$ cat src/hw/rtl/tpq_pkg.sv
`default_nettype none

package tpq_pkg;

  localparam int unsigned TagW   = 16;
  localparam int unsigned ClassW = 2;
  localparam int unsigned OccW   = 5;
  localparam int unsigned NumClasses = 3;

  localparam logic CMD_INSERT = 1'b0;
  localparam logic CMD_SEND   = 1'b1;

  localparam logic [ClassW-1:0] CLASS_INSTANT  = 2'd0;
  localparam logic [ClassW-1:0] CLASS_STANDARD = 2'd1;
  localparam logic [ClassW-1:0] CLASS_ECONOMY  = 2'd2;

  typedef enum logic [1:0] {
    ST_INSERTED = 2'd0,
    ST_SENT     = 2'd1,
    ST_EMPTY    = 2'd2,
    ST_FULL     = 2'd3
  } status_e;

  typedef struct packed {
    logic              command;
    logic [ClassW-1:0] priority_class;
    logic [TagW-1:0]   package_tag;
  } tpq_in_t;

  typedef struct packed {
    logic [1:0]        status;
    logic [ClassW-1:0] out_class;
    logic [TagW-1:0]   out_tag;
    logic [OccW-1:0]   occupancy;
  } tpq_out_t;

  typedef struct packed {
    logic exec;
    logic is_send;
    logic do_insert;
    logic do_send;
  } tpq_ctrl_t;

  typedef struct packed {
    logic full;
    logic empty;
  } tpq_stat_t;

endpackage

`default_nettype wire

$ cat src/hw/rtl/tpq_ram.sv
`default_nettype none

module tpq_ram #(
  parameter int unsigned Width = 16,
  parameter int unsigned Depth = 16
) (
  input  wire logic                     clk_i,
  input  wire logic                     we_i,
  input  wire logic [$clog2(Depth)-1:0] waddr_i,
  input  wire logic [Width-1:0]         wdata_i,
  input  wire logic                     re_i,
  input  wire logic [$clog2(Depth)-1:0] raddr_i,
  output logic      [Width-1:0]         rdata_o
);

  logic [Width-1:0] mem_q [Depth];
  logic [Width-1:0] rdata_q;

  always_ff @(posedge clk_i) begin
    if (we_i) begin
      mem_q[waddr_i] <= wdata_i;
    end
    if (re_i) begin
      rdata_q <= mem_q[raddr_i];
    end
  end

  assign rdata_o = rdata_q;

endmodule

`default_nettype wire

$ cat src/hw/rtl/tpq_ctrl.sv
`default_nettype none

module tpq_ctrl
  import tpq_pkg::*;
(
  input  wire logic      clk_i,
  input  wire logic      rst_ni,
  input  wire logic      start,
  input  wire logic      command_i,
  input  wire tpq_stat_t stat_i,
  output tpq_ctrl_t      ctrl_o,
  output logic           busy,
  output logic           done_o
);

  typedef enum logic [1:0] {
    S_IDLE = 2'b01,
    S_RESP = 2'b10
  } state_e;

  state_e state_q, state_d;
  logic   accept;

  assign busy   = (state_q != S_IDLE);
  assign done_o = (state_q == S_RESP);
  assign accept = start && !busy;

  always_comb begin
    ctrl_o.exec      = accept;
    ctrl_o.is_send   = (command_i == CMD_SEND);
    ctrl_o.do_insert = accept && (command_i == CMD_INSERT) && !stat_i.full;
    ctrl_o.do_send   = accept && (command_i == CMD_SEND) && !stat_i.empty;
  end

  always_comb begin
    state_d = state_q;
    case (state_q)
      S_IDLE: begin
        if (accept) begin
          state_d = S_RESP;
        end
      end
      S_RESP: state_d = S_IDLE;
      default: state_d = S_IDLE;
    endcase
  end

  always_ff @(posedge clk_i or negedge rst_ni) begin
    if (!rst_ni) begin
      state_q <= S_IDLE;
    end else begin
      state_q <= state_d;
    end
  end

endmodule

`default_nettype wire

$ cat src/hw/rtl/tpq_datapath.sv
`default_nettype none

module tpq_datapath
  import tpq_pkg::*;
#(
  parameter int unsigned CAPACITY = 16
) (
  input  wire logic      clk_i,
  input  wire logic      rst_ni,
  input  wire tpq_in_t   in_i,
  input  wire tpq_ctrl_t ctrl_i,
  output tpq_stat_t      stat_o,
  output tpq_out_t       out_o
);

  localparam int unsigned PtrW = $clog2(CAPACITY);
  localparam int unsigned CntW = $clog2(CAPACITY + 1);

  logic [CntW-1:0]   total_q;
  logic [CntW-1:0]   cnt_q   [NumClasses];
  logic [PtrW-1:0]   head_q  [NumClasses];
  logic [PtrW-1:0]   tail_q  [NumClasses];
  logic [TagW-1:0]   rdata   [NumClasses];
  logic [ClassW-1:0] cls_in;
  logic [ClassW-1:0] sel_cls;
  logic [ClassW-1:0] ocls_q;
  status_e           status_q;
  logic [TagW-1:0]   tag_out;
  logic [CntW+OccW-1:0] occ_ext;

  assign cls_in = (in_i.priority_class > CLASS_ECONOMY) ? CLASS_ECONOMY : in_i.priority_class;

  always_comb begin
    if (cnt_q[0] != '0) begin
      sel_cls = CLASS_INSTANT;
    end else if (cnt_q[1] != '0) begin
      sel_cls = CLASS_STANDARD;
    end else begin
      sel_cls = CLASS_ECONOMY;
    end
  end

  assign stat_o.full  = (total_q >= CntW'(CAPACITY));
  assign stat_o.empty = (total_q == '0);

  for (genvar c = 0; c < NumClasses; c++) begin : g_class
    logic wr;
    logic rd;

    assign wr = ctrl_i.do_insert && (cls_in == ClassW'(c));
    assign rd = ctrl_i.do_send && (sel_cls == ClassW'(c));

    tpq_ram #(
      .Width (TagW),
      .Depth (CAPACITY)
    ) u_ram (
      .clk_i   (clk_i),
      .we_i    (wr),
      .waddr_i (tail_q[c]),
      .wdata_i (in_i.package_tag),
      .re_i    (rd),
      .raddr_i (head_q[c]),
      .rdata_o (rdata[c])
    );

    always_ff @(posedge clk_i or negedge rst_ni) begin
      if (!rst_ni) begin
        cnt_q[c]  <= '0;
        head_q[c] <= '0;
        tail_q[c] <= '0;
      end else if (wr) begin
        cnt_q[c]  <= cnt_q[c] + CntW'(1);
        tail_q[c] <= (tail_q[c] == PtrW'(CAPACITY - 1)) ? '0 : tail_q[c] + PtrW'(1);
      end else if (rd) begin
        cnt_q[c]  <= cnt_q[c] - CntW'(1);
        head_q[c] <= (head_q[c] == PtrW'(CAPACITY - 1)) ? '0 : head_q[c] + PtrW'(1);
      end
    end
  end

  always_ff @(posedge clk_i or negedge rst_ni) begin
    if (!rst_ni) begin
      total_q <= '0;
    end else if (ctrl_i.do_insert) begin
      total_q <= total_q + CntW'(1);
    end else if (ctrl_i.do_send) begin
      total_q <= total_q - CntW'(1);
    end
  end

  always_ff @(posedge clk_i) begin
    if (ctrl_i.exec) begin
      if (ctrl_i.do_insert) begin
        status_q <= ST_INSERTED;
        ocls_q   <= CLASS_INSTANT;
      end else if (ctrl_i.do_send) begin
        status_q <= ST_SENT;
        ocls_q   <= sel_cls;
      end else begin
        status_q <= ctrl_i.is_send ? ST_EMPTY : ST_FULL;
        ocls_q   <= CLASS_INSTANT;
      end
    end
  end

  always_comb begin
    tag_out = '0;
    if (status_q == ST_SENT) begin
      case (ocls_q)
        CLASS_INSTANT:  tag_out = rdata[0];
        CLASS_STANDARD: tag_out = rdata[1];
        CLASS_ECONOMY:  tag_out = rdata[2];
        default:        tag_out = '0;
      endcase
    end
  end

  assign occ_ext = {{OccW{1'b0}}, total_q};

  always_comb begin
    out_o.status    = status_q;
    out_o.out_class = ocls_q;
    out_o.out_tag   = tag_out;
    out_o.occupancy = occ_ext[OccW-1:0];
  end

endmodule

`default_nettype wire

$ cat src/hw/rtl/three_class_priority_queue.sv
// Channel   Handshake            Payload    Word
// command   start / busy         cmd_i      command, priority_class, package_tag
// result    done_o (one cycle)   res_o      status, out_class, out_tag, occupancy
//
// Each command is accepted while busy is low, and its result word is shown
// with done_o in the next cycle, while busy is high; the result comes from the
// registered per-class RAM read. Reset empties all three class queues at once.
// The receiver cannot stall, so each result word is taken in its done_o cycle.
`default_nettype none

module three_class_priority_queue
  import tpq_pkg::*;
#(
  parameter int unsigned CAPACITY = 16
) (
  input  wire logic    clk_i,
  input  wire logic    rst_ni,
  input  wire logic    start,
  output logic         busy,
  input  wire tpq_in_t cmd_i,
  output logic         done_o,
  output tpq_out_t     res_o
);

  tpq_ctrl_t ctrl;
  tpq_stat_t stat;

  tpq_ctrl u_ctrl (
    .clk_i     (clk_i),
    .rst_ni    (rst_ni),
    .start     (start),
    .command_i (cmd_i.command),
    .stat_i    (stat),
    .ctrl_o    (ctrl),
    .busy      (busy),
    .done_o    (done_o)
  );

  tpq_datapath #(
    .CAPACITY (CAPACITY)
  ) u_datapath (
    .clk_i  (clk_i),
    .rst_ni (rst_ni),
    .in_i   (cmd_i),
    .ctrl_i (ctrl),
    .stat_o (stat),
    .out_o  (res_o)
  );

endmodule

`default_nettype wire

$ cat config.mk
export PLATFORM = sky130hd
export DESIGN_NAME = three_class_priority_queue
export DESIGN_NICKNAME = d
export VERILOG_FILES = /design/src/hw/rtl/tpq_pkg.sv /design/src/hw/rtl/tpq_ram.sv /design/src/hw/rtl/tpq_ctrl.sv /design/src/hw/rtl/tpq_datapath.sv /design/src/hw/rtl/three_class_priority_queue.sv
export SDC_FILE = /design/constraint.sdc
export NUM_CORES = 1
export LEC_CHECK = 0
export BUFFER_PORTS_ARGS = -buffer_cell sky130_fd_sc_hd__clkbuf_2
export CORE_MARGIN = 5
export CORE_UTILIZATION = 60
export DETAILED_ROUTE_END_ITERATION = 8
export GPL_ROUTABILITY_DRIVEN = 0
export PLACE_DENSITY = 0.76
export RECOVER_POWER = 50
export REMOVE_ABC_BUFFERS = 1
export SYNTH_ARGS = -nofsm -noshare
export SYNTH_HDL_FRONTEND = slang
export SYNTH_SLANG_ARGS = --single-unit
$ cat constraint.sdc
create_clock -name clk_i -period 9.7 [get_ports clk_i]
set_clock_uncertainty 0.1 [all_clocks]
set_input_delay 1.94 -clock clk_i [delete_from_list [all_inputs] [get_ports clk_i]]
set_output_delay 1.94 -clock clk_i [all_outputs]
set_load 0.02 [all_outputs]
After elaboration in Yosys (flattened, before gate mapping):

Memories as Yosys holds them, arrays and structs flattened. A register that Yosys moved wholly into a read port is not among the register bits.
Index checks and enable logic that the tools add are counted.

* add/subtract/negate cells: 12
* $lt $le $gt $ge: 2
* eq/ne operators: 17
* muxes and demuxes: 27
* bitwise gates (word level): 5
* reductions and logical operators: 28

Operator list (count)
* $pmux W16 S3: 1
* $mux W5: 6
* $add A4 B1 Y4 const B: 6
* $eq A4 B4 Y1 const B: 6
* $mux W4: 6
* $mux W16: 1
* $add A5 B1 Y5 const B: 3
* $sub A5 B1 Y5 const B: 3
* $logic_and A1 B1 Y1: 11
* $eq A2 B1 Y1 const B: 5
* $mux W2: 5
* $reduce_bool A5 Y1: 2
* $eq A2 B2 Y1 const B: 4
* $mux W1: 8
* $logic_not A2 Y1: 3
* $reduce_and A2 Y1: 3
* $reduce_bool A2 Y1: 3
* $ge A5 B5 Y1 const B: 1
* $logic_not A5 Y1: 1
* $not A1 Y1: 5
* $ne A2 B1 Y1 const B: 2
* $reduce_or A2 Y1: 2
* $logic_not A1 Y1: 3
* $gt A2 B2 Y1 const B: 1

* bits in registers: 45
* bits in writable memories: 768
* output and inout bits: 27
* memories kept: 3

Memory list
* u_datapath.g_class[0].u_ram.mem_q: words 16, bits a word 16, rd ports 1, clocked after memory_dff 1, wr ports 1, line tpq_ram.sv:16 `logic [Width-1:0] mem_q [Depth];`
* u_datapath.g_class[1].u_ram.mem_q: words 16, bits a word 16, rd ports 1, clocked after memory_dff 1, wr ports 1, line tpq_ram.sv:16
* u_datapath.g_class[2].u_ram.mem_q: words 16, bits a word 16, rd ports 1, clocked after memory_dff 1, wr ports 1, line tpq_ram.sv:16

Logic depth before layout (Yosys ltp):

* depth after elaboration: 8
* mapped depth: 11

By module:

A second synthesis with hierarchy kept.

* cell total of the unflattened synthesis: 1582
* area total of the unflattened synthesis: 33423.3 µm²

By module, submodules not included
* tpq_ram: times used 3, cells an instance 432, area an instance 10203.5 µm², sequential area each 8167.8 µm²
* tpq_datapath: times used 1, cells an instance 275, area an instance 2686.3 µm², sequential area each 1096.1 µm²
* tpq_ctrl: times used 1, cells an instance 11, area an instance 126.4 µm², sequential area each 51.3 µm²

Worst setup path after synthesis:

No wires, ideal clock.

* path type: input port to flip-flop
* start point: input port start
* end point: memory u_datapath.g_class[1].u_ram.mem_q[0][0] (enable)
* setup time: 0.409 ns
* arrival: 4.216 ns
* data required time: 9.191 ns
* slack: 4.975 ns
* stages: 7
* buffers on the path: 1
* cell sequence: nand3b_4 > inv_1 > nand2_1 > nor3b_2 > buf_2 > nand2_1 > nor3_1

* cells in the longest elaborated chain, start to end: 6

RTL lines
* start, declared: line three_class_priority_queue.sv:18 `input wire logic start,`
* $logic_and A1 B1 Y1: line tpq_ctrl.sv:26 `assign accept = start && !busy;`
* $logic_and A1 B1 Y1 (2 in series): line tpq_ctrl.sv:31 `ctrl_o.do_insert = accept && (command_i == CMD_INSERT) && !stat_i.full;`
* $logic_and A1 B1 Y1: line tpq_datapath.sv:50 `assign wr = ctrl_i.do_insert && (cls_in == ClassW'(c));`
* $mux W1: line tpq_ram.sv:20 `if (we_i) begin`
* $mux W1 (not written as such): line tpq_ram.sv:21 `mem_q[waddr_i] <= wdata_i;`
* end, declared: line tpq_ram.sv:16

No other way between the ends.

==> key figures <==
Finish
  – Post-layout util: 67.3%
  – Fraction of layout cells with a size suffix above 1: a little under a fifth
  – # fillers: 3544
  – Fin cells: 2744
  – Nets: 1970
  – Area delta synth->final: 11.6%

Global routing
  – Initial antenna violation count: 0
  – Number of global-route vias before repair: approximately 17000
  – Largest net degree at the start of global routing: 65
  – First-pass GRT wire length: 111000 microns
  – All-layer global routing usage: 24.7%
  – Gr ovfl total: 0

Run
  – MaxCap Viol Count: 19

Timing
  – Rel. slew slack: -82.6%
  – Worst setup margin: around 4.7 ns
  – Final Max Tran Viols: 859
  – Final hold violation count: 0
  – Worst Max-Slew Pin Slew: around 2.7 ns
  – Max Clk Rate: between 0.15 and 0.2 GHz
  – Final worst path period need: 5.05 ns
  – Final Cycle Share: 52.1%
  – Final Setup Violations: 0
  – RSZ-0062 raised after global routing: no
  – Fin Setup TNS: 0 ns

Placed design
  – Dpl ws: 4.90 ns
  – Placed cells: 2591
  – HPWL after detailed placement: 43900 microns
  – Port Buffer Count: between 40 and 50

Routing
  – TritonRoute pass-1 iters: 5
  – Final ANT Viol Nets: 0
  – Vias per inst: 6.42
  – Avg WL per Cell: 27.4 microns
  – Final WL: 75200 microns
  – Via count: 17624
  – Post-route DRC violation count: 0
  – Drt initial violations: 2045

Logic synthesis
  – Sequential share of the synthesized area: 75.7%
  – Most used DFF post-synth: edfxtp_1
  – Mapped Cells: 1814
  – Synthesized area per cell: 18.7 sq um
  – Top-area cell type share of the netlist area: between 70 and 80%
  – Synth top area cells: edfxtp_1, mux4_2, mux2i_1
  – Ys async rst share: 4.76%
  – Cell area after synthesis: between 30000 and 40000 sq um
  – Post-synth EDFFs: 820
  – Post-synth cell types: 49
  – Post-synthesis register bit count: 861
  – Yosys warns: 0
  – Cell taking the most area after synthesis: edfxtp_1

Die
  – Die W: 248 microns
  – FP Rows: just under 90
  – Core footprint: 56200 sq um
  – Starting density of the core: slightly above 60%
  – Die Span Y: 248 microns
  – Die area: around 61000 sq um
  – IO Count: 49

Clock network
  – CTS H-Tree Depth: 3
  – Clk sinks: 861
  – TritonCTS Buffers: 83
  – Clk_lat worst skew: 0.63 ns
  – Clk slew on worst S/H paths: 0.06 ns
  – Post-CTS Resized: 0
  – Longest Clk Path Bufs: 3
  – Buffer count from post-CTS setup fixing: 0
  – Hold-fix buffers, CTS: 0
  – CTS tree: built
  – CTS root buffer: clkbuf_16

Power and ir drop
  – VDD IR max: 157 uV
  – Pwr Total: 9.29 mW
  – Pwr dens: 246 nW/um^2
  – Leak: between 10 and 15 nW

Setup path
  – WP data arrival: 3.01 ns
  – Crit Path Max Fanout: 19
  – Req. time, crit path: 7.66 ns
  – CP Launch Type: flop
  – Kind of end point of the critical path: primary output
  – Crit Path Class: flop to primary output

Min path
  – Worst hold path type: flop to flop

Outcome
  – Outcome: finished, violations left
  – Failing checks: capacitance limit, slew limit
## cells in the mapped netlist, types with 3 or more instances
library cell	instances
o21ai_0	74
nand2_1	77
a22oi_1	48
mux2_2	28
and2_1	3
edfxtp_1	820
fa_1	3
mux2i_1	196
clkbuf_1	59
nand2b_1	7
dfrtp_1	40
ha_1	24
a21o_1	11
mux4_2	96
xnor2_1	15
nand3_1	9
a31oi_1	4
nor2_1	71
nor3_1	17
buf_2	28
inv_1	15
a221oi_1	80
buf_1	9
a21oi_1	42
nor2b_1	7
## metrics by stage
step                area, sq um  hold slack (ns)
CTS                       37900            0.377
finish                    37800            0.372
detailed placement        35300            0.366
floorplan                 33500            0.338
global route              37800            0.404
global placement          35300            0.365
## cell type report
| class | instances | area [sq um] | area share [%] |
|---|---|---|---|
| Antenna cell | 1 | 2.50 | 0.00662 |
| Clock inverter | 35 | 269 | 0.712 |
| Tap cell | 756 | 946 | 2.50 |
| Clock buffer | 116 | 2360 | 6.24 |
| Multi-Input combinational cell | 839 | 7770 | 20.6 |
| Inverter | 17 | 63.8 | 0.169 |
| Timing Repair Buffer | 119 | 718 | 1.90 |
| Sequential cell | 861 | 25700 | 67.9 |
## metal layers
metal | vias up | part of all wire, % | track usage (%)
met2 | 934 | 47 | 38.0
met1 | 8994 | 39 | 34.9
met3 | 163 | 9.7 | 5.78
met5 | - | 0 | 0
li1 | 7533 | - | -
met4 | 0 | 4.1 | 10.2
## flip-flops by register name (all words and copies together), names as in the netlist
register and flops:
u_datapath.g_class.u_ram.mem_q 768, u_datapath.total_q 5, u_datapath.cnt_q 10, u_datapath.ocls_q 2, u_datapath.head_q 12, u_datapath.status_q 2
u_datapath.tail_q 12, u_ctrl.state_q 2, u_datapath.g_class.u_ram.rdata_o 48
## worst max-delay path, stage by stage (launching register included)
cell and delay [ns]:
edfxtp_1 0.37, buf_4 0.24, nor2b_1 1.08, a21oi_1 0.33
nor2_1 0.16, clkbuf_2 0.20
## cells in the final DEF, fill, tap and decap left out, types with 5 or more instances in the layout
cell / netlist / routed
a21o_1: 11 / 11
a21oi_1: 42 / 43
a221oi_1: 80 / 80
a22oi_1: 48 / 48
buf_4: 0 / 60
clkbuf_1: 59 / 46
clkbuf_16: 0 / 89
clkbuf_2: 0 / 37
clkinv_1: 2 / 18
clkinv_2: 0 / 10
dfrtp_1: 40 / 37
edfxtp_1: 820 / 820
ha_1: 24 / 24
inv_1: 15 / 15
mux2_2: 28 / 28
mux2i_1: 196 / 196
mux4_2: 96 / 96
nand2_1: 77 / 77
nand2b_1: 7 / 7
nand3_1: 9 / 9
nor2_1: 71 / 71
nor3_1: 17 / 5
nor3_2: 1 / 12
o21ai_0: 74 / 74
xnor2_1: 15 / 15
## worst paths after layout
kind	end	slack [ns]	depth (start not counted)	start
hold / removal	u_datapath.cnt_q[14]	0.37	1	u_datapath.cnt_q[14]
hold reg to reg	u_datapath.cnt_q[14]	0.37	1	u_datapath.cnt_q[14]
max in group asynchronous	u_datapath.head_q[0]	5.45	2	rst_ni
min in group asynchronous	u_ctrl.state_q[1]	2.17	2	rst_ni
setup reg to reg	u_datapath.cnt_q[11]	5.75	6	u_ctrl.state_q[0]
setup / recovery	res_o[18]	4.65	5	u_datapath.ocls_q[1]
## kinds of logic after synthesis
group | share of synthesized area (%)
flip-flops | 75.7
AO/OA/AOI/OAI | 5.43
adder cells (fa/ha/maj) | 1.06
AND/OR/NAND/NOR | 2.76
multiplexers | 13.2
XOR/XNOR | 0.440
buffers and inverters | 1.39
## where the power goes
group	switching (mW)	internal [mW]
logic	0.979	0.767
clock network	1.31	1.80
registers	0.216	4.22
total	2.50	6.78
No activity file was read; power rests on OpenSTA's default activity.
